## src/rtl/assert_macros.svh

```systemverilog
// ---------------------------------------------------------------------------
// Assertion macros
// Shared concurrent assertion forms, clocked on clk with asynchronous reset.
// ---------------------------------------------------------------------------
`ifndef ASSERT_MACROS_SVH
`define ASSERT_MACROS_SVH

// Same-cycle implication
`define DBR_ASSERT_SAME(lbl, ante, cons) \
	lbl: assert property (@(posedge clk) disable iff (!arst_n) (ante) |-> (cons)) \
		else $error("assertion failed: same-cycle check");

// Next-cycle implication
`define DBR_ASSERT_NEXT(lbl, ante, cons) \
	lbl: assert property (@(posedge clk) disable iff (!arst_n) (ante) |=> (cons)) \
		else $error("assertion failed: next-cycle check");

`endif

```

## src/rtl/dbr_pkg.sv

```systemverilog
// ---------------------------------------------------------------------------
// dbr_pkg
// Types, codes and helpers for the DMA double-buffer descriptor ring.
// ---------------------------------------------------------------------------
package dbr_pkg;

	localparam int ADDR_W  = 32;
	localparam int SIZE_W  = 18;
	localparam int XFR_W   = 16;
	localparam int QCNT_W  = 4;
	localparam int STAT_W  = 2;
	localparam int ACT_W   = 3;
	localparam int CIDX_W  = 2;
	localparam int CDATA_W = 2;

	// Request codes
	typedef enum logic [2:0] {
		REQ_APPEND  = 3'd0,
		REQ_ENABLE  = 3'd1,
		REQ_DONE    = 3'd2,
		REQ_ERROR   = 3'd3,
		REQ_DISABLE = 3'd4,
		REQ_CLEAR   = 3'd5,
		REQ_STATUS  = 3'd6,
		REQ_RESIDUE = 3'd7
	} req_e;

	// Status codes
	localparam logic [STAT_W-1:0] STAT_OK   = 2'd0;
	localparam logic [STAT_W-1:0] STAT_BUSY = 2'd1;
	localparam logic [STAT_W-1:0] STAT_ERR  = 2'd2;

	// Stream actions
	localparam logic [ACT_W-1:0] ACT_NONE     = 3'd0;
	localparam logic [ACT_W-1:0] ACT_START    = 3'd1;
	localparam logic [ACT_W-1:0] ACT_CLR_EN   = 3'd2;
	localparam logic [ACT_W-1:0] ACT_SHUTDOWN = 3'd3;
	localparam logic [ACT_W-1:0] ACT_MASK     = 3'd4;

	// Configuration register indexes
	typedef enum logic [CIDX_W-1:0] {
		CFG_DIRECTION = 2'd0,
		CFG_PERIPH_W  = 2'd1,
		CFG_MEM_W     = 2'd2
	} cfg_idx_e;

	// Stream states, one-hot
	typedef enum logic [4:0] {
		ST_IDLE  = 5'b00001,
		ST_READY = 5'b00010,
		ST_DONE  = 5'b00100,
		ST_BUSY  = 5'b01000,
		ST_ERROR = 5'b10000
	} state_e;

	typedef struct packed {
		logic       direction;
		logic [1:0] periph_w;
		logic [1:0] mem_w;
	} cfg_t;

	// Decoded result of one request, waiting for the ring read data
	typedef struct packed {
		logic [STAT_W-1:0] status;
		logic [QCNT_W-1:0] queued_count;
		logic [SIZE_W-1:0] residue_bytes;
		logic              first_write;
		logic              first_from_a;
		logic              second_write;
		logic              second_from_a;
		logic              second_from_b;
		logic [ADDR_W-1:0] periph_addr;
		logic [XFR_W-1:0]  transfer_count;
		logic [ACT_W-1:0]  stream_action;
		logic              double_buffer;
		logic              notify;
	} res_t;

	// Complete result word
	typedef struct packed {
		logic [STAT_W-1:0] status;
		logic [QCNT_W-1:0] queued_count;
		logic [SIZE_W-1:0] residue_bytes;
		logic              first_ptr_write;
		logic [ADDR_W-1:0] first_ptr_addr;
		logic              second_ptr_write;
		logic [ADDR_W-1:0] second_ptr_addr;
		logic [ADDR_W-1:0] periph_addr_out;
		logic [XFR_W-1:0]  transfer_count;
		logic [ACT_W-1:0]  stream_action;
		logic              double_buffer;
		logic              notify;
	} out_t;

	// Width codes above two count as two
	function automatic logic [1:0] clamp_w(input logic [1:0] w);
		return (w > 2'd2) ? 2'd2 : w;
	endfunction

endpackage

```

## src/rtl/dbr_if.sv

```systemverilog
// ---------------------------------------------------------------------------
// dbr_if
// Valid/ready channels for requests, results and configuration writes.
// ---------------------------------------------------------------------------
interface dbr_req_if;
	logic                         valid;
	logic                         ready;
	logic [2:0]                   req_type;
	logic [dbr_pkg::ADDR_W-1:0]   source_addr;
	logic [dbr_pkg::ADDR_W-1:0]   dest_addr;
	logic [dbr_pkg::SIZE_W-1:0]   size_bytes;
	logic                         current_target;
	logic [dbr_pkg::XFR_W-1:0]    remaining_count;

	modport source(output valid, req_type, source_addr, dest_addr, size_bytes,
		current_target, remaining_count, input ready);
	modport sink(input valid, req_type, source_addr, dest_addr, size_bytes,
		current_target, remaining_count, output ready);
endinterface

interface dbr_rsp_if;
	logic                         valid;
	logic                         ready;
	logic [dbr_pkg::STAT_W-1:0]   status;
	logic [dbr_pkg::QCNT_W-1:0]   queued_count;
	logic [dbr_pkg::SIZE_W-1:0]   residue_bytes;
	logic                         first_ptr_write;
	logic [dbr_pkg::ADDR_W-1:0]   first_ptr_addr;
	logic                         second_ptr_write;
	logic [dbr_pkg::ADDR_W-1:0]   second_ptr_addr;
	logic [dbr_pkg::ADDR_W-1:0]   periph_addr_out;
	logic [dbr_pkg::XFR_W-1:0]    transfer_count;
	logic [dbr_pkg::ACT_W-1:0]    stream_action;
	logic                         double_buffer;
	logic                         notify;

	modport source(output valid, status, queued_count, residue_bytes,
		first_ptr_write, first_ptr_addr, second_ptr_write, second_ptr_addr,
		periph_addr_out, transfer_count, stream_action, double_buffer, notify,
		input ready);
	modport sink(input valid, status, queued_count, residue_bytes,
		first_ptr_write, first_ptr_addr, second_ptr_write, second_ptr_addr,
		periph_addr_out, transfer_count, stream_action, double_buffer, notify,
		output ready);
endinterface

interface dbr_cfg_if;
	logic                          valid;
	logic                          ready;
	logic [dbr_pkg::CIDX_W-1:0]    index;
	logic [dbr_pkg::CDATA_W-1:0]   data;

	modport source(output valid, index, data, input ready);
	modport sink(input valid, index, data, output ready);
endinterface

```

## src/rtl/dma_double_buffer_descriptor_ring.sv

```systemverilog
// A result is registered in the first result stage, then in the result register.
// Throughput: one request per cycle unless both stages are full and the result is not taken;
// the state update, ring write and ring read data land at the accept edge, the result register follows.
// Reset clears the state machine, count, write index and saved start values;
// the ring memory is not cleared and an entry reads as written.
// ---------------------------------------------------------------------------
// dma_double_buffer_descriptor_ring
// Descriptor ring and stream control for a double-buffered DMA channel.
// ---------------------------------------------------------------------------
`include "assert_macros.svh"

module dma_double_buffer_descriptor_ring #(
	parameter int CAPACITY = 8
) (
	input  logic       clk,
	input  logic       arst_n,
	dbr_cfg_if.sink    cfg,
	dbr_req_if.sink    req,
	dbr_rsp_if.source  rsp
);

	dbr_pkg::cfg_t               cfg_q;
	dbr_pkg::res_t               res_s1;
	logic                        s1_v;
	logic                        adv;
	logic [dbr_pkg::ADDR_W-1:0]  rd_a_s1;
	logic [dbr_pkg::ADDR_W-1:0]  rd_b_s1;

	assign cfg.ready = 1'b1;

	// Configuration registers
	always_ff @(posedge clk or negedge arst_n) begin
		if (!arst_n) begin
			cfg_q <= '0;
		end else if (cfg.valid && cfg.ready) begin
			unique case (dbr_pkg::cfg_idx_e'(cfg.index))
				dbr_pkg::CFG_DIRECTION: cfg_q.direction <= cfg.data[0];
				dbr_pkg::CFG_PERIPH_W:  cfg_q.periph_w  <= cfg.data;
				dbr_pkg::CFG_MEM_W:     cfg_q.mem_w     <= cfg.data;
				default: cfg_q <= cfg_q;
			endcase
		end
	end

	dbr_ring #(
		.CAPACITY(CAPACITY)
	) u_ring (
		.clk     (clk),
		.arst_n  (arst_n),
		.req     (req),
		.cfg     (cfg_q),
		.adv     (adv),
		.s1_v    (s1_v),
		.res_s1  (res_s1),
		.rd_a_s1 (rd_a_s1),
		.rd_b_s1 (rd_b_s1)
	);

	dbr_out u_out (
		.clk     (clk),
		.arst_n  (arst_n),
		.s1_v    (s1_v),
		.res_s1  (res_s1),
		.rd_a_s1 (rd_a_s1),
		.rd_b_s1 (rd_b_s1),
		.adv     (adv),
		.rsp     (rsp)
	);

	// Stall reaches the input when both stages are full and the result is not taken
	`DBR_ASSERT_SAME(a_stall_input, s1_v && rsp.valid && !rsp.ready, !req.ready)
	// A taken result with nothing behind it leaves the output empty
	`DBR_ASSERT_NEXT(a_no_phantom, rsp.valid && rsp.ready && !s1_v, !rsp.valid)
	// The first pointer loads only on a start or a completion
	`DBR_ASSERT_SAME(a_first_ptr_src, rsp.valid && rsp.first_ptr_write, rsp.stream_action == dbr_pkg::ACT_START || rsp.notify)
	// A completion never starts or masks the stream
	`DBR_ASSERT_SAME(a_notify_action, rsp.valid && rsp.notify, rsp.stream_action != dbr_pkg::ACT_START && rsp.stream_action != dbr_pkg::ACT_MASK)

endmodule

```

## src/rtl/dbr_ring.sv

```systemverilog
// ---------------------------------------------------------------------------
// dbr_ring
// Stream state machine, ring memory and first result stage.
// ---------------------------------------------------------------------------
module dbr_ring #(
	parameter int CAPACITY = 8
) (
	input  logic                         clk,
	input  logic                         arst_n,
	dbr_req_if.sink                      req,
	input  dbr_pkg::cfg_t                cfg,
	input  logic                         adv,
	output logic                         s1_v,
	output dbr_pkg::res_t                res_s1,
	output logic [dbr_pkg::ADDR_W-1:0]   rd_a_s1,
	output logic [dbr_pkg::ADDR_W-1:0]   rd_b_s1
);

	localparam int IDX_W = (CAPACITY > 2) ? $clog2(CAPACITY) : 1;
	localparam int CNT_W = $clog2(CAPACITY + 1);
	localparam logic [CNT_W-1:0] CAP_CNT  = CNT_W'(CAPACITY);
	localparam logic [IDX_W-1:0] LAST_IDX = IDX_W'(CAPACITY - 1);
	localparam logic [IDX_W:0]   CAP_SUM  = (IDX_W + 1)'(CAPACITY);

	logic [dbr_pkg::ADDR_W-1:0] ring_mem [CAPACITY];

	logic [IDX_W-1:0]          wi_q, wi_n, wi_b;
	logic [CNT_W-1:0]          pend_q, pend_n, pend_b, pend_dec;
	dbr_pkg::state_e           st_q, st_n;
	logic [dbr_pkg::ADDR_W-1:0] per_q, per_n;
	logic [dbr_pkg::XFR_W-1:0]  xfr_q, xfr_n;

	logic                      accept;
	logic [1:0]                aw;
	logic [dbr_pkg::SIZE_W-1:0] shifted;
	logic [dbr_pkg::XFR_W-1:0]  xfers;
	logic [IDX_W:0]            idx_sum;
	logic [IDX_W-1:0]          idx;
	logic [IDX_W-1:0]          rd_addr;
	logic                      wr_en;
	logic [dbr_pkg::ADDR_W-1:0] mem_addr;
	logic [dbr_pkg::ADDR_W-1:0] per_addr;
	logic [31:0]               pend_w;
	dbr_pkg::res_t             res;

	assign req.ready = !s1_v || adv;
	assign accept    = req.valid && req.ready;

	// Element size, route and transfer count
	assign aw       = cfg.direction ? dbr_pkg::clamp_w(cfg.periph_w)
	                                : dbr_pkg::clamp_w(cfg.mem_w);
	assign mem_addr = cfg.direction ? req.source_addr : req.dest_addr;
	assign per_addr = cfg.direction ? req.dest_addr : req.source_addr;
	assign shifted  = req.size_bytes >> aw;
	assign xfers    = (|shifted[dbr_pkg::SIZE_W-1:dbr_pkg::XFR_W]) ? '1
	                                                              : shifted[dbr_pkg::XFR_W-1:0];

	// Oldest pending entry after a completion
	assign pend_dec = (pend_q == '0) ? '0 : pend_q - 1'b1;
	assign idx_sum  = {1'b0, wi_q} + CAP_SUM - (IDX_W + 1)'(pend_dec);
	assign idx      = (idx_sum >= CAP_SUM) ? IDX_W'(idx_sum - CAP_SUM) : idx_sum[IDX_W-1:0];

	// Decode the request against the current state
	always_comb begin
		wi_n    = wi_q;
		pend_n  = pend_q;
		st_n    = st_q;
		per_n   = per_q;
		xfr_n   = xfr_q;
		res     = '0;
		wr_en   = 1'b0;
		rd_addr = idx;
		wi_b    = (st_q == dbr_pkg::ST_READY || st_q == dbr_pkg::ST_BUSY) ? wi_q : '0;
		pend_b  = (st_q == dbr_pkg::ST_READY || st_q == dbr_pkg::ST_BUSY) ? pend_q : '0;
		unique case (dbr_pkg::req_e'(req.req_type))
			dbr_pkg::REQ_APPEND: begin
				wi_n   = wi_b;
				pend_n = pend_b;
				if (pend_b == CAP_CNT) begin
					res.status = dbr_pkg::STAT_ERR;
				end else begin
					wr_en  = 1'b1;
					wi_n   = (wi_b == LAST_IDX) ? '0 : wi_b + 1'b1;
					pend_n = pend_b + 1'b1;
					if (st_q != dbr_pkg::ST_BUSY) begin
						per_n = per_addr;
						xfr_n = xfers;
						st_n  = dbr_pkg::ST_READY;
					end
				end
			end
			dbr_pkg::REQ_ENABLE: begin
				rd_addr = '0;
				if (st_q != dbr_pkg::ST_READY) begin
					res.status = dbr_pkg::STAT_ERR;
				end else begin
					st_n               = dbr_pkg::ST_BUSY;
					res.first_write    = 1'b1;
					res.first_from_a   = 1'b1;
					res.second_write   = 1'b1;
					res.second_from_b  = (pend_q > CNT_W'(1));
					res.double_buffer  = (pend_q > CNT_W'(1));
					res.periph_addr    = per_q;
					res.transfer_count = xfr_q;
					res.stream_action  = dbr_pkg::ACT_START;
				end
			end
			dbr_pkg::REQ_DONE, dbr_pkg::REQ_ERROR: begin
				if (st_q == dbr_pkg::ST_BUSY) begin
					pend_n = pend_dec;
					if (req.req_type == dbr_pkg::REQ_DONE) begin
						if (pend_dec != '0) begin
							if (req.current_target) begin
								res.first_write  = 1'b1;
								res.first_from_a = 1'b1;
							end else begin
								res.second_write  = 1'b1;
								res.second_from_a = 1'b1;
							end
							if (pend_dec == CNT_W'(1)) begin
								res.stream_action = dbr_pkg::ACT_CLR_EN;
							end
						end else begin
							st_n = dbr_pkg::ST_IDLE;
						end
					end else begin
						st_n = dbr_pkg::ST_ERROR;
					end
					if (st_n != dbr_pkg::ST_BUSY) begin
						res.stream_action = dbr_pkg::ACT_SHUTDOWN;
					end
					res.notify = 1'b1;
				end
			end
			dbr_pkg::REQ_DISABLE: begin
				if (st_q == dbr_pkg::ST_BUSY) begin
					res.stream_action = dbr_pkg::ACT_MASK;
					st_n              = dbr_pkg::ST_DONE;
				end
			end
			dbr_pkg::REQ_CLEAR: begin
				wi_n   = '0;
				pend_n = '0;
				st_n   = dbr_pkg::ST_IDLE;
			end
			dbr_pkg::REQ_STATUS: begin
				if (st_q == dbr_pkg::ST_BUSY) begin
					res.status = dbr_pkg::STAT_BUSY;
				end else if (st_q == dbr_pkg::ST_ERROR) begin
					res.status = dbr_pkg::STAT_ERR;
				end
			end
			dbr_pkg::REQ_RESIDUE: begin
				if (st_q != dbr_pkg::ST_IDLE && st_q != dbr_pkg::ST_READY) begin
					res.residue_bytes = dbr_pkg::SIZE_W'(req.remaining_count) << aw;
				end else begin
					res.status = dbr_pkg::STAT_ERR;
				end
			end
		endcase
		pend_w           = 32'(pend_n);
		res.queued_count = (st_n != dbr_pkg::ST_IDLE) ? pend_w[dbr_pkg::QCNT_W-1:0] : '0;
	end

	// Advance the ring state on each accepted request
	always_ff @(posedge clk or negedge arst_n) begin
		if (!arst_n) begin
			wi_q   <= '0;
			pend_q <= '0;
			st_q   <= dbr_pkg::ST_IDLE;
			per_q  <= '0;
			xfr_q  <= '0;
		end else if (accept) begin
			wi_q   <= wi_n;
			pend_q <= pend_n;
			st_q   <= st_n;
			per_q  <= per_n;
			xfr_q  <= xfr_n;
		end
	end

	// Hold the stage valid until the output stage takes it
	always_ff @(posedge clk or negedge arst_n) begin
		if (!arst_n) begin
			s1_v <= 1'b0;
		end else if (accept) begin
			s1_v <= 1'b1;
		end else if (adv) begin
			s1_v <= 1'b0;
		end
	end

	always_ff @(posedge clk) begin
		if (accept) begin
			res_s1 <= res;
		end
	end

	// Ring memory: one write port, two registered read ports
	always_ff @(posedge clk) begin
		if (accept && wr_en) begin
			ring_mem[wi_b] <= mem_addr;
		end
		if (accept) begin
			rd_a_s1 <= ring_mem[rd_addr];
			rd_b_s1 <= ring_mem[IDX_W'(1)];
		end
	end

endmodule

```

## src/rtl/dbr_out.sv

```systemverilog
// ---------------------------------------------------------------------------
// dbr_out
// Result register: merges ring read data into the decoded result.
// ---------------------------------------------------------------------------
module dbr_out (
	input  logic                         clk,
	input  logic                         arst_n,
	input  logic                         s1_v,
	input  dbr_pkg::res_t                res_s1,
	input  logic [dbr_pkg::ADDR_W-1:0]   rd_a_s1,
	input  logic [dbr_pkg::ADDR_W-1:0]   rd_b_s1,
	output logic                         adv,
	dbr_rsp_if.source                    rsp
);

	logic          v_s2;
	dbr_pkg::out_t out_s2;
	dbr_pkg::out_t out_n;

	assign adv = !v_s2 || rsp.ready;

	// Pick pointer addresses from the ring read ports
	always_comb begin
		out_n.status           = res_s1.status;
		out_n.queued_count     = res_s1.queued_count;
		out_n.residue_bytes    = res_s1.residue_bytes;
		out_n.first_ptr_write  = res_s1.first_write;
		out_n.first_ptr_addr   = res_s1.first_from_a ? rd_a_s1 : '0;
		out_n.second_ptr_write = res_s1.second_write;
		out_n.second_ptr_addr  = res_s1.second_from_a ? rd_a_s1 :
		                         res_s1.second_from_b ? rd_b_s1 : '0;
		out_n.periph_addr_out  = res_s1.periph_addr;
		out_n.transfer_count   = res_s1.transfer_count;
		out_n.stream_action    = res_s1.stream_action;
		out_n.double_buffer    = res_s1.double_buffer;
		out_n.notify           = res_s1.notify;
	end

	always_ff @(posedge clk or negedge arst_n) begin
		if (!arst_n) begin
			v_s2 <= 1'b0;
		end else if (adv) begin
			v_s2 <= s1_v;
		end
	end

	always_ff @(posedge clk) begin
		if (adv && s1_v) begin
			out_s2 <= out_n;
		end
	end

	assign rsp.valid            = v_s2;
	assign rsp.status           = out_s2.status;
	assign rsp.queued_count     = out_s2.queued_count;
	assign rsp.residue_bytes    = out_s2.residue_bytes;
	assign rsp.first_ptr_write  = out_s2.first_ptr_write;
	assign rsp.first_ptr_addr   = out_s2.first_ptr_addr;
	assign rsp.second_ptr_write = out_s2.second_ptr_write;
	assign rsp.second_ptr_addr  = out_s2.second_ptr_addr;
	assign rsp.periph_addr_out  = out_s2.periph_addr_out;
	assign rsp.transfer_count   = out_s2.transfer_count;
	assign rsp.stream_action    = out_s2.stream_action;
	assign rsp.double_buffer    = out_s2.double_buffer;
	assign rsp.notify           = out_s2.notify;

endmodule
```

## src/flat_wrapper.sv

```systemverilog
// flat-port wrapper written by rule: the top's interface ports become plain ports
module dma_double_buffer_descriptor_ring_flat 
#(
	parameter int CAPACITY = 8
)
  (clk, arst_n, cfg_valid, cfg_index, cfg_data, cfg_ready, req_valid, req_req_type, req_source_addr, req_dest_addr, req_size_bytes, req_current_target, req_remaining_count, req_ready, rsp_valid, rsp_status, rsp_queued_count, rsp_residue_bytes, rsp_first_ptr_write, rsp_first_ptr_addr, rsp_second_ptr_write, rsp_second_ptr_addr, rsp_periph_addr_out, rsp_transfer_count, rsp_stream_action, rsp_double_buffer, rsp_notify, rsp_ready);
  dbr_cfg_if cfg_i ();
  dbr_req_if req_i ();
  dbr_rsp_if rsp_i ();
  input  logic clk;
  input  logic arst_n;
  input wire logic [$bits(cfg_i.valid)-1:0] cfg_valid;
  input wire logic [$bits(cfg_i.index)-1:0] cfg_index;
  input wire logic [$bits(cfg_i.data)-1:0] cfg_data;
  output wire logic [$bits(cfg_i.ready)-1:0] cfg_ready;
  input wire logic [$bits(req_i.valid)-1:0] req_valid;
  input wire logic [$bits(req_i.req_type)-1:0] req_req_type;
  input wire logic [$bits(req_i.source_addr)-1:0] req_source_addr;
  input wire logic [$bits(req_i.dest_addr)-1:0] req_dest_addr;
  input wire logic [$bits(req_i.size_bytes)-1:0] req_size_bytes;
  input wire logic [$bits(req_i.current_target)-1:0] req_current_target;
  input wire logic [$bits(req_i.remaining_count)-1:0] req_remaining_count;
  output wire logic [$bits(req_i.ready)-1:0] req_ready;
  output wire logic [$bits(rsp_i.valid)-1:0] rsp_valid;
  output wire logic [$bits(rsp_i.status)-1:0] rsp_status;
  output wire logic [$bits(rsp_i.queued_count)-1:0] rsp_queued_count;
  output wire logic [$bits(rsp_i.residue_bytes)-1:0] rsp_residue_bytes;
  output wire logic [$bits(rsp_i.first_ptr_write)-1:0] rsp_first_ptr_write;
  output wire logic [$bits(rsp_i.first_ptr_addr)-1:0] rsp_first_ptr_addr;
  output wire logic [$bits(rsp_i.second_ptr_write)-1:0] rsp_second_ptr_write;
  output wire logic [$bits(rsp_i.second_ptr_addr)-1:0] rsp_second_ptr_addr;
  output wire logic [$bits(rsp_i.periph_addr_out)-1:0] rsp_periph_addr_out;
  output wire logic [$bits(rsp_i.transfer_count)-1:0] rsp_transfer_count;
  output wire logic [$bits(rsp_i.stream_action)-1:0] rsp_stream_action;
  output wire logic [$bits(rsp_i.double_buffer)-1:0] rsp_double_buffer;
  output wire logic [$bits(rsp_i.notify)-1:0] rsp_notify;
  input wire logic [$bits(rsp_i.ready)-1:0] rsp_ready;
  assign cfg_i.valid = cfg_valid;
  assign cfg_i.index = cfg_index;
  assign cfg_i.data = cfg_data;
  assign cfg_ready = cfg_i.ready;
  assign req_i.valid = req_valid;
  assign req_i.req_type = req_req_type;
  assign req_i.source_addr = req_source_addr;
  assign req_i.dest_addr = req_dest_addr;
  assign req_i.size_bytes = req_size_bytes;
  assign req_i.current_target = req_current_target;
  assign req_i.remaining_count = req_remaining_count;
  assign req_ready = req_i.ready;
  assign rsp_valid = rsp_i.valid;
  assign rsp_status = rsp_i.status;
  assign rsp_queued_count = rsp_i.queued_count;
  assign rsp_residue_bytes = rsp_i.residue_bytes;
  assign rsp_first_ptr_write = rsp_i.first_ptr_write;
  assign rsp_first_ptr_addr = rsp_i.first_ptr_addr;
  assign rsp_second_ptr_write = rsp_i.second_ptr_write;
  assign rsp_second_ptr_addr = rsp_i.second_ptr_addr;
  assign rsp_periph_addr_out = rsp_i.periph_addr_out;
  assign rsp_transfer_count = rsp_i.transfer_count;
  assign rsp_stream_action = rsp_i.stream_action;
  assign rsp_double_buffer = rsp_i.double_buffer;
  assign rsp_notify = rsp_i.notify;
  assign rsp_i.ready = rsp_ready;
  dma_double_buffer_descriptor_ring #(.CAPACITY(CAPACITY)) u_core (.clk(clk), .arst_n(arst_n), .cfg(cfg_i), .req(req_i), .rsp(rsp_i));
endmodule
```

## config.mk

```make
export PLATFORM = sky130hd
export DESIGN_NAME = dma_double_buffer_descriptor_ring_flat
export DESIGN_NICKNAME = d
export VERILOG_FILES = /design/src/rtl/dbr_pkg.sv /design/src/rtl/dbr_if.sv /design/src/rtl/dma_double_buffer_descriptor_ring.sv /design/src/rtl/dbr_ring.sv /design/src/rtl/dbr_out.sv /design/src/flat_wrapper.sv
export VERILOG_INCLUDE_DIRS = /design/src /design/src/rtl
export SDC_FILE = /design/constraint.sdc
export NUM_CORES = 1
export LEC_CHECK = 0
export ABC_CLOCK_PERIOD_IN_PS = 7590
export BUFFER_PORTS_ARGS = -buffer_cell sky130_fd_sc_hd__buf_2
export CAP_MARGIN = 10
export CORE_UTILIZATION = 53
export DETAILED_ROUTE_END_ITERATION = 10
export PLACE_DENSITY = 0.79
export SYNTH_ARGS = -nofsm -noshare
export SYNTH_HDL_FRONTEND = slang
export SYNTH_SLANG_ARGS = --single-unit
```

## constraint.sdc

```tcl
create_clock -name clk -period 7.59 [get_ports clk]
set_clock_uncertainty 0.15 [all_clocks]
set_input_delay 0.759 -clock clk [delete_from_list [all_inputs] [get_ports clk]]
set_output_delay 0.759 -clock clk [all_outputs]
set_load 0.01 [all_outputs]
```

==> results of run 1 <==
==> flip-flops by register name, indices dropped and copies added (netlist names), 5 cells and up <==
name	flops
u_core.u_out.rsp.residue_bytes	18
u_core.cfg_q	5
u_core.u_out.rsp.first_ptr_addr	32
u_core.u_out.rsp.periph_addr_out	32
u_core.u_ring.st_q	5
u_core.u_ring.rd_a_s1	32
u_core.u_ring.res_s1	80
u_core.u_out.rsp.second_ptr_addr	32
u_core.u_ring.ring_mem	256
u_core.u_ring.xfr_q	16
u_core.u_ring.rd_b_s1	32
u_core.u_out.rsp.transfer_count	16
u_core.u_ring.per_q	32
==> layer usage <==
| metal | global-route usage | vias up |
|---|---|---|
| li1 | - | 6695 |
| met1 | 0.315 | 7308 |
| met2 | 0.380 | 679 |
| met3 | 0.0376 | 111 |
| met4 | 0.104 | 2 |
| met5 | 0 | - |
==> synth_stat cells, types with 4 or more instances <==
master,n,area share
nor2b_1,5,0.0013
o22a_1,12,0.0043
nand3_1,76,0.016
a32oi_1,33,0.012
a22o_1,32,0.012
a221oi_1,5,0.0018
buf_6,4,0.0019
a21oi_1,15,0.0031
o21ai_0,60,0.012
a31oi_1,7,0.0018
or3_1,6,0.0016
a311oi_1,13,0.0047
ha_1,6,0.0031
nand2b_1,5,0.0013
a211oi_1,6,0.0019
nor4_1,7,0.0018
dfrtp_1,66,0.068
buf_1,4,0.00062
nand3b_1,7,0.0022
nor3b_1,6,0.0019
mux2i_1,75,0.031
nor2_1,46,0.0071
clkbuf_1,65,0.010
o21a_1,5,0.0016
nor3_1,15,0.0031
and2_1,83,0.021
inv_1,14,0.0022
buf_2,25,0.0052
edfxtp_1,543,0.67
mux2_2,38,0.018
nand2_1,290,0.045
and3_1,37,0.0096
==> cell type report <==
class                      count  share of cell area
sequential                   610               0.642
multi-input combinational    936               0.208
clock buffer                  82              0.0575
timing repair buffer         278              0.0519
tap                          592              0.0264
clock inverter                26              0.0117
inverter                      14             0.00201
antenna                        5            0.000446
==> through the flow <==
stage / setup slack [ns] / hold slack (ns)
2_1_floorplan: 0.715 / 0.250
3_3_place_gp: 3.10 / 0.251
3_5_place_dp: 2.85 / 0.255
4_1_cts: 2.95 / 0.151
5_1_grt: 2.54 / 0.195
6_report: 2.87 / 0.131
==> logic make-up (layout without fill, tap and decap cells) <==
family | Yosys count | in the layout
xor gates and xnor gates | 5 | 5
DFF | 610 | 610
AOI/OAI and AO/OA | 212 | 212
and+or+nand+nor | 596 | 596
adders and majority gates | 7 | 7
other | 1 | 6
muxes | 115 | 115
buffers and inverters | 115 | 400
==> worst max-delay path: stages, from the launching register on <==
cell and delay [ns]:
dfrtp_1 0.50, or3_1 0.49, nor2_1 0.59, nand2_1 0.16
ha_1 0.23, and3b_1 0.22, nand3_1 0.15, nand3_1 0.30
nor2_1 0.90, o21ai_1 0.57, o22a_1 0.33
==> final timing paths <==
kind | end | slack (ns) | depth (start not counted)
max | u_core.u_ring.xfr_q[5] | 2.87 | 10
min in group clk | u_core.u_ring.s1_v | 0.20 | 2
max in group asynchronous | u_core.cfg_q[4] | 6.44 | 1
min | u_core.u_ring.st_q[4] | 0.13 | 1
min reg2reg | u_core.u_out.rsp.residue_bytes[6] | 0.27 | 0
max reg2reg | u_core.u_ring.xfr_q[5] | 2.87 | 10
==> power breakdown <==
part	total [mW]	switching, mW	leakage (nW)	internal, mW
registers	4.35	0.203	5.95	4.15
logic	2.15	1.37	3.52	0.782
clock network	2.93	1.21	0.949	1.72
total	9.44	2.79	10.4	6.65
==> flow_metrics.py, run 1 <==
metrics = {
    "run_status": {
        "status": "completed",
    },
    "placement": {
        "io_buffers": 255,
        "place_area_um2": 26100,
        "dp.final_hpwl_mm": 32.8,
        "place_congestion": 0.882,
        "place_inst": 2430,
    },
    "floorplanning": {
        "fp.dieW_um": 216,
        "rows": 77,
        "start_util": 0.542,
        "core_region_area_um2": 44600,
        "die-area_um2": 46500,
        "die-height_um": 216,
        "ios": 257,
    },
    "logic_synthesis": {
        "synthFlopType": "edfxtp_1",
        "synth_compound_area_frac": 0.0629,
        "synthArstFlopShare": 0.110,
        "netlist_instances": 1661,
        "synth_fa_ha_area_frac": 0.00393,
        "yosysSeqAreaShare": 0.743,
        "ys.warnings.count": 0,
        "synth-xor-area-share": 0.00181,
        "synth-edff-count": 543,
        "yosysUniqueCellTypes": 64,
        "syn_area_um2": 24200,
        "synth_top_family_by_area": "simple AND/OR/NAND/NOR gates",
        "synth.area.mux_share": 0.0502,
        "synth_fp_nets": 1779,
        "synthSimpleGateAreaFrac": 0.117,
        "synth_area_per_cell_um2": 14.6,
        "synth_seq_cells": 610,
    },
    "setup_path": {
        "path_class": "register to register",
        "required_ns": 7.92,
        "worstPathArrival_ns": 5.06,
        "rr_startpoint": "u_core.u_ring.st_q[4]",
        "crit_path_end_kind": "register",
        "crit_start": "u_core.u_ring.st_q[4]",
        "crit_path_max_fanout": 14,
        "cp-start-kind": "register",
    },
    "worst_hold_path": {
        "hp-class": "input pin to async pin",
    },
    "run": {
        "maxCapViolations": 0,
    },
    "route": {
        "drt-total-wl_mm": 54.8,
        "highest_layer": "met5",
        "vias": 14800,
        "drt_first_pass_iters": 7,
        "wl_met2_mm": 26.5,
        "wl_per_cell_um": 21.6,
        "postRouteAntennaNets": 0,
        "dr_wl_met3_mm": 4.00,
        "drc_errors": 0,
        "avgViaCountPerCell": 5.82,
        "drtIter0Drc": 1323,
        "wl_met1_mm": 22.4,
    },
    "global_route": {
        "grt_pass1_wl_mm": 83.0,
        "grt_max_degree": 90,
        "grt-ovfl-total": 0,
        "grt_usage": 0.235,
        "antenna_found_initial": 8,
        "grt_pass1_vias": 14500,
    },
    "layout": {
        "multi_input_area_um2": 5830,
        "register_area_um2": 18000,
        "final_cell_count_no_fill": 2543,
        "final_util": 0.628,
        "fillers": 3200,
        "final_cell_mix": "edfxtp_1 (543), nand2_1 (289), buf_2 (254)",
        "syn_to_final_growth_pct": 15.8,
        "final_common_cell": "edfxtp_1",
        "nNetsFinal": 2016,
        "fin_area_um2": 28000,
        "final_layout_size_suffix_gt1_frac": 0.221,
    },
    "timing": {
        "finalHoldViolCount": 0,
        "rsz0062_at_grt": "false",
        "maxSlewHeadroom": 0.210,
        "fin_tns_setup_ns": 0,
        "worst_pin_slew_ns": 1.18,
        "fmax_mhz": 212,
        "finalCritPeriodShare": 0.622,
        "min_period_ns": 4.72,
        "drv_slew": 0,
        "finalSetupViolCount": 0,
    },
    "power_and_ir_drop": {
        "p_leak_nw": 10.4,
        "peakVddDrop_v": 0.000348,
        "power_density_nw_per_um2": 337,
        "total_power_mw": 9.44,
    },
    "cts": {
        "clkTransAtPathRegs_ns": 0.06,
        "clk_latency_ns": 0.62,
        "cts_setup_buffers": 0,
        "numCtsBuffers": 58,
        "cts.hold.buffers_added": 0,
        "tritoncts": "built",
        "cts.htree.levels": 2,
        "root_buffer": "clkbuf_16",
        "cts_resized": 0,
        "cts_sinks": 610,
        "cts_buffer_depth": 3,
    },
}
Note: power is estimated with default switching activity, not from simulation.
==> inputs of run 2 (changes only) <==
- ABC_CLOCK_PERIOD_IN_PS: 7590 -> 4800
- CORE_UTILIZATION: 53 -> 59
- PLACE_DENSITY: 0.79 -> 0.83
- clock period: 7.59 -> 4.8 ns (I/O delays scaled with it)
==> flow_metrics.py, run 2 (synthesis results as in run 1) <==
metrics = {
    "global_route": {
        "grt_max_degree": 150,
        "grt_pass1_vias": 15000,
        "grt_pass1_wl_mm": 84.6,
        "grt_usage": 0.267,
        "grt-ovfl-total": 0,
        "antenna_found_initial": 3,
    },
    "run": {
        "maxCapViolations": 0,
    },
    "layout": {
        "register_area_um2": 18000,
        "largest_reg_flops": 256,
        "final_layout_size_suffix_gt1_frac": 0.224,
        "nNetsFinal": 2029,
        "final_common_cell": "edfxtp_1",
        "final_cell_count_no_fill": 2488,
        "final_cell_mix": "edfxtp_1 (543), nand2_1 (289), buf_2 (254)",
        "regMostFlops": "u_core.u_ring.ring_mem",
        "top_regs": "u_core.u_ring.ring_mem: 256 flops, u_core.u_ring.res_s1: 80 flops",
        "final_util": 0.701,
        "fin_area_um2": 28100,
        "syn_to_final_growth_pct": 16.1,
        "multi_input_area_um2": 5880,
        "fillers": 2518,
    },
    "cts": {
        "numCtsBuffers": 58,
        "cts_sinks": 610,
        "tritoncts": "built",
        "cts_setup_buffers": 0,
        "root_buffer": "clkbuf_16",
        "clk_latency_ns": 0.61,
        "clkTransAtPathRegs_ns": 0.06,
        "cts_resized": 0,
        "cts.hold.buffers_added": 5,
        "cts.htree.levels": 2,
        "cts_buffer_depth": 3,
    },
    "setup_path": {
        "worstPathArrival_ns": 4.07,
        "crit_path_end_kind": "register",
        "crit_path_max_fanout": 32,
        "cp-start-kind": "register",
        "rrSetupSlack_ns": 0.82,
        "path_class": "register to register",
        "r2r_cells": 11,
        "reg2reg_to": "u_core.u_ring.ring_mem[4][24]",
        "rr_startpoint": "u_core.u_ring.st_q[4]",
        "required_ns": 4.89,
    },
    "route": {
        "drt-total-wl_mm": 55.2,
        "postRouteAntennaNets": 0,
        "vias": 15000,
        "avgViaCountPerCell": 6.04,
        "wl_per_cell_um": 22.2,
        "drtIter0Drc": 1443,
        "drc_errors": 0,
        "drt_first_pass_iters": 5,
    },
    "floorplanning": {
        "core_region_area_um2": 40100,
        "ios": 257,
        "die-area_um2": 41800,
        "die-height_um": 204,
        "rows": 73,
        "start_util": 0.603,
        "fp.dieW_um": 204,
    },
    "worst_hold_path": {
        "min_from": "req_source_addr[5]",
        "hold-path-cell-count": 3,
        "hold_path_end": "u_core.u_ring.per_q[5]",
        "hp-class": "input pin to register",
    },
    "timing": {
        "finalSetupViolCount": 0,
        "fmax_mhz": 251,
        "maxSlewHeadroom": 0.216,
        "worst_pin_slew_ns": 1.15,
        "hold_ws_ns": 0.0318,
        "finalHoldViolCount": 0,
        "fin_tns_setup_ns": 0,
        "finalCritPeriodShare": 0.830,
        "min_period_ns": 3.98,
        "drv_slew": 0,
        "rsz0062_at_grt": "false",
    },
    "power_and_ir_drop": {
        "p_leak_nw": 10.5,
        "power_density_nw_per_um2": 530,
        "peakVddDrop_v": 0.000481,
    },
    "placement": {
        "io_buffers": 255,
        "place_inst": 2371,
        "dp.final_hpwl_mm": 34.1,
        "place_area_um2": 26100,
        "place_congestion": 0.868,
    },
    "run_status": {
        "status": "completed",
    },
}
-- run 2: cell count changes in the layout (fill, tap and decap cells not counted), sizes merged, moves of 2 or more --
| cell | delta |
|---|---|
| buf | +8 |
| clkbuf | -4 |
| diode | -2 |
| dlygate4sd3 | +5 |
| clkinv | +6 |
| inv | -2 |
| clkinvlp | +2 |
-- run 2: power breakdown --
group	total, mW	internal [mW]	leakage (nW)	switching (mW)
registers	6.88	6.56	5.95	0.315
logic	3.46	1.26	3.60	2.19
clock network	4.56	2.66	0.932	1.90
-- run 2: stage by stage --
step | setup WS, ns | power [mW]
after global routing | 0.586 | 15.5
after global placement | 0.993 | 10.2
final | 0.818 | 14.9
after detailed placement | 0.909 | 10.4
after floorplan | -0.576 | 9.31
after CTS | 0.869 | 14.9
-- run 2: layer usage --
metal | part of all wire | global-route usage | up-vias | wire length (um)
met5 | 0 | 0 | - | 0
met4 | 0.028 | 0.0893 | 0 | 1550
met3 | 0.076 | 0.0501 | 108 | 4180
met2 | 0.50 | 0.454 | 726 | 27800
met1 | 0.39 | 0.349 | 7477 | 21700
li1 | - | - | 6723 | -
-- run 2: area by class of cell --
| class | count | share of cell area |
|---|---|---|
| Sequential cell | 610 | 0.640 |
| Clock buffer | 78 | 0.0569 |
| Timing Repair Buffer | 291 | 0.0569 |
| Inverter | 14 | 0.00200 |
| Clock inverter | 31 | 0.0111 |
| Multi-Input combinational cell | 936 | 0.209 |
| Tap cell | 525 | 0.0234 |
| Antenna cell | 3 | 0.000267 |
-- run 2: worst max path at each step --
stage | from | to | slack [ns] | cells after the start
floorplan | rsp_ready | u_core.u_ring.ring_mem[1][0] | -0.58 | 5
global placement | u_core.u_ring.st_q[4] | u_core.u_ring.ring_mem[4][19] | 0.99 | 11
detailed placement | u_core.u_ring.st_q[4] | u_core.u_ring.ring_mem[4][18] | 0.91 | 11
CTS | u_core.u_ring.st_q[4] | u_core.u_ring.ring_mem[4][22] | 0.87 | 11
global route | u_core.u_ring.st_q[4] | u_core.u_ring.ring_mem[4][24] | 0.59 | 11
finish | u_core.u_ring.st_q[4] | u_core.u_ring.ring_mem[4][24] | 0.82 | 11
-- run 2: worst max-delay path, cell delays in order, from the launching register on --
cell      delay, ns
dfrtp_1        0.50
or3_1          0.49
nor2_1         0.13
buf_4          0.19
nand2_1        0.09
ha_1           0.21
nand3b_1       0.19
nor3_1         0.11
nor3_1         0.47
nand2_1        0.36
nor4_4         0.22
buf_4          0.48
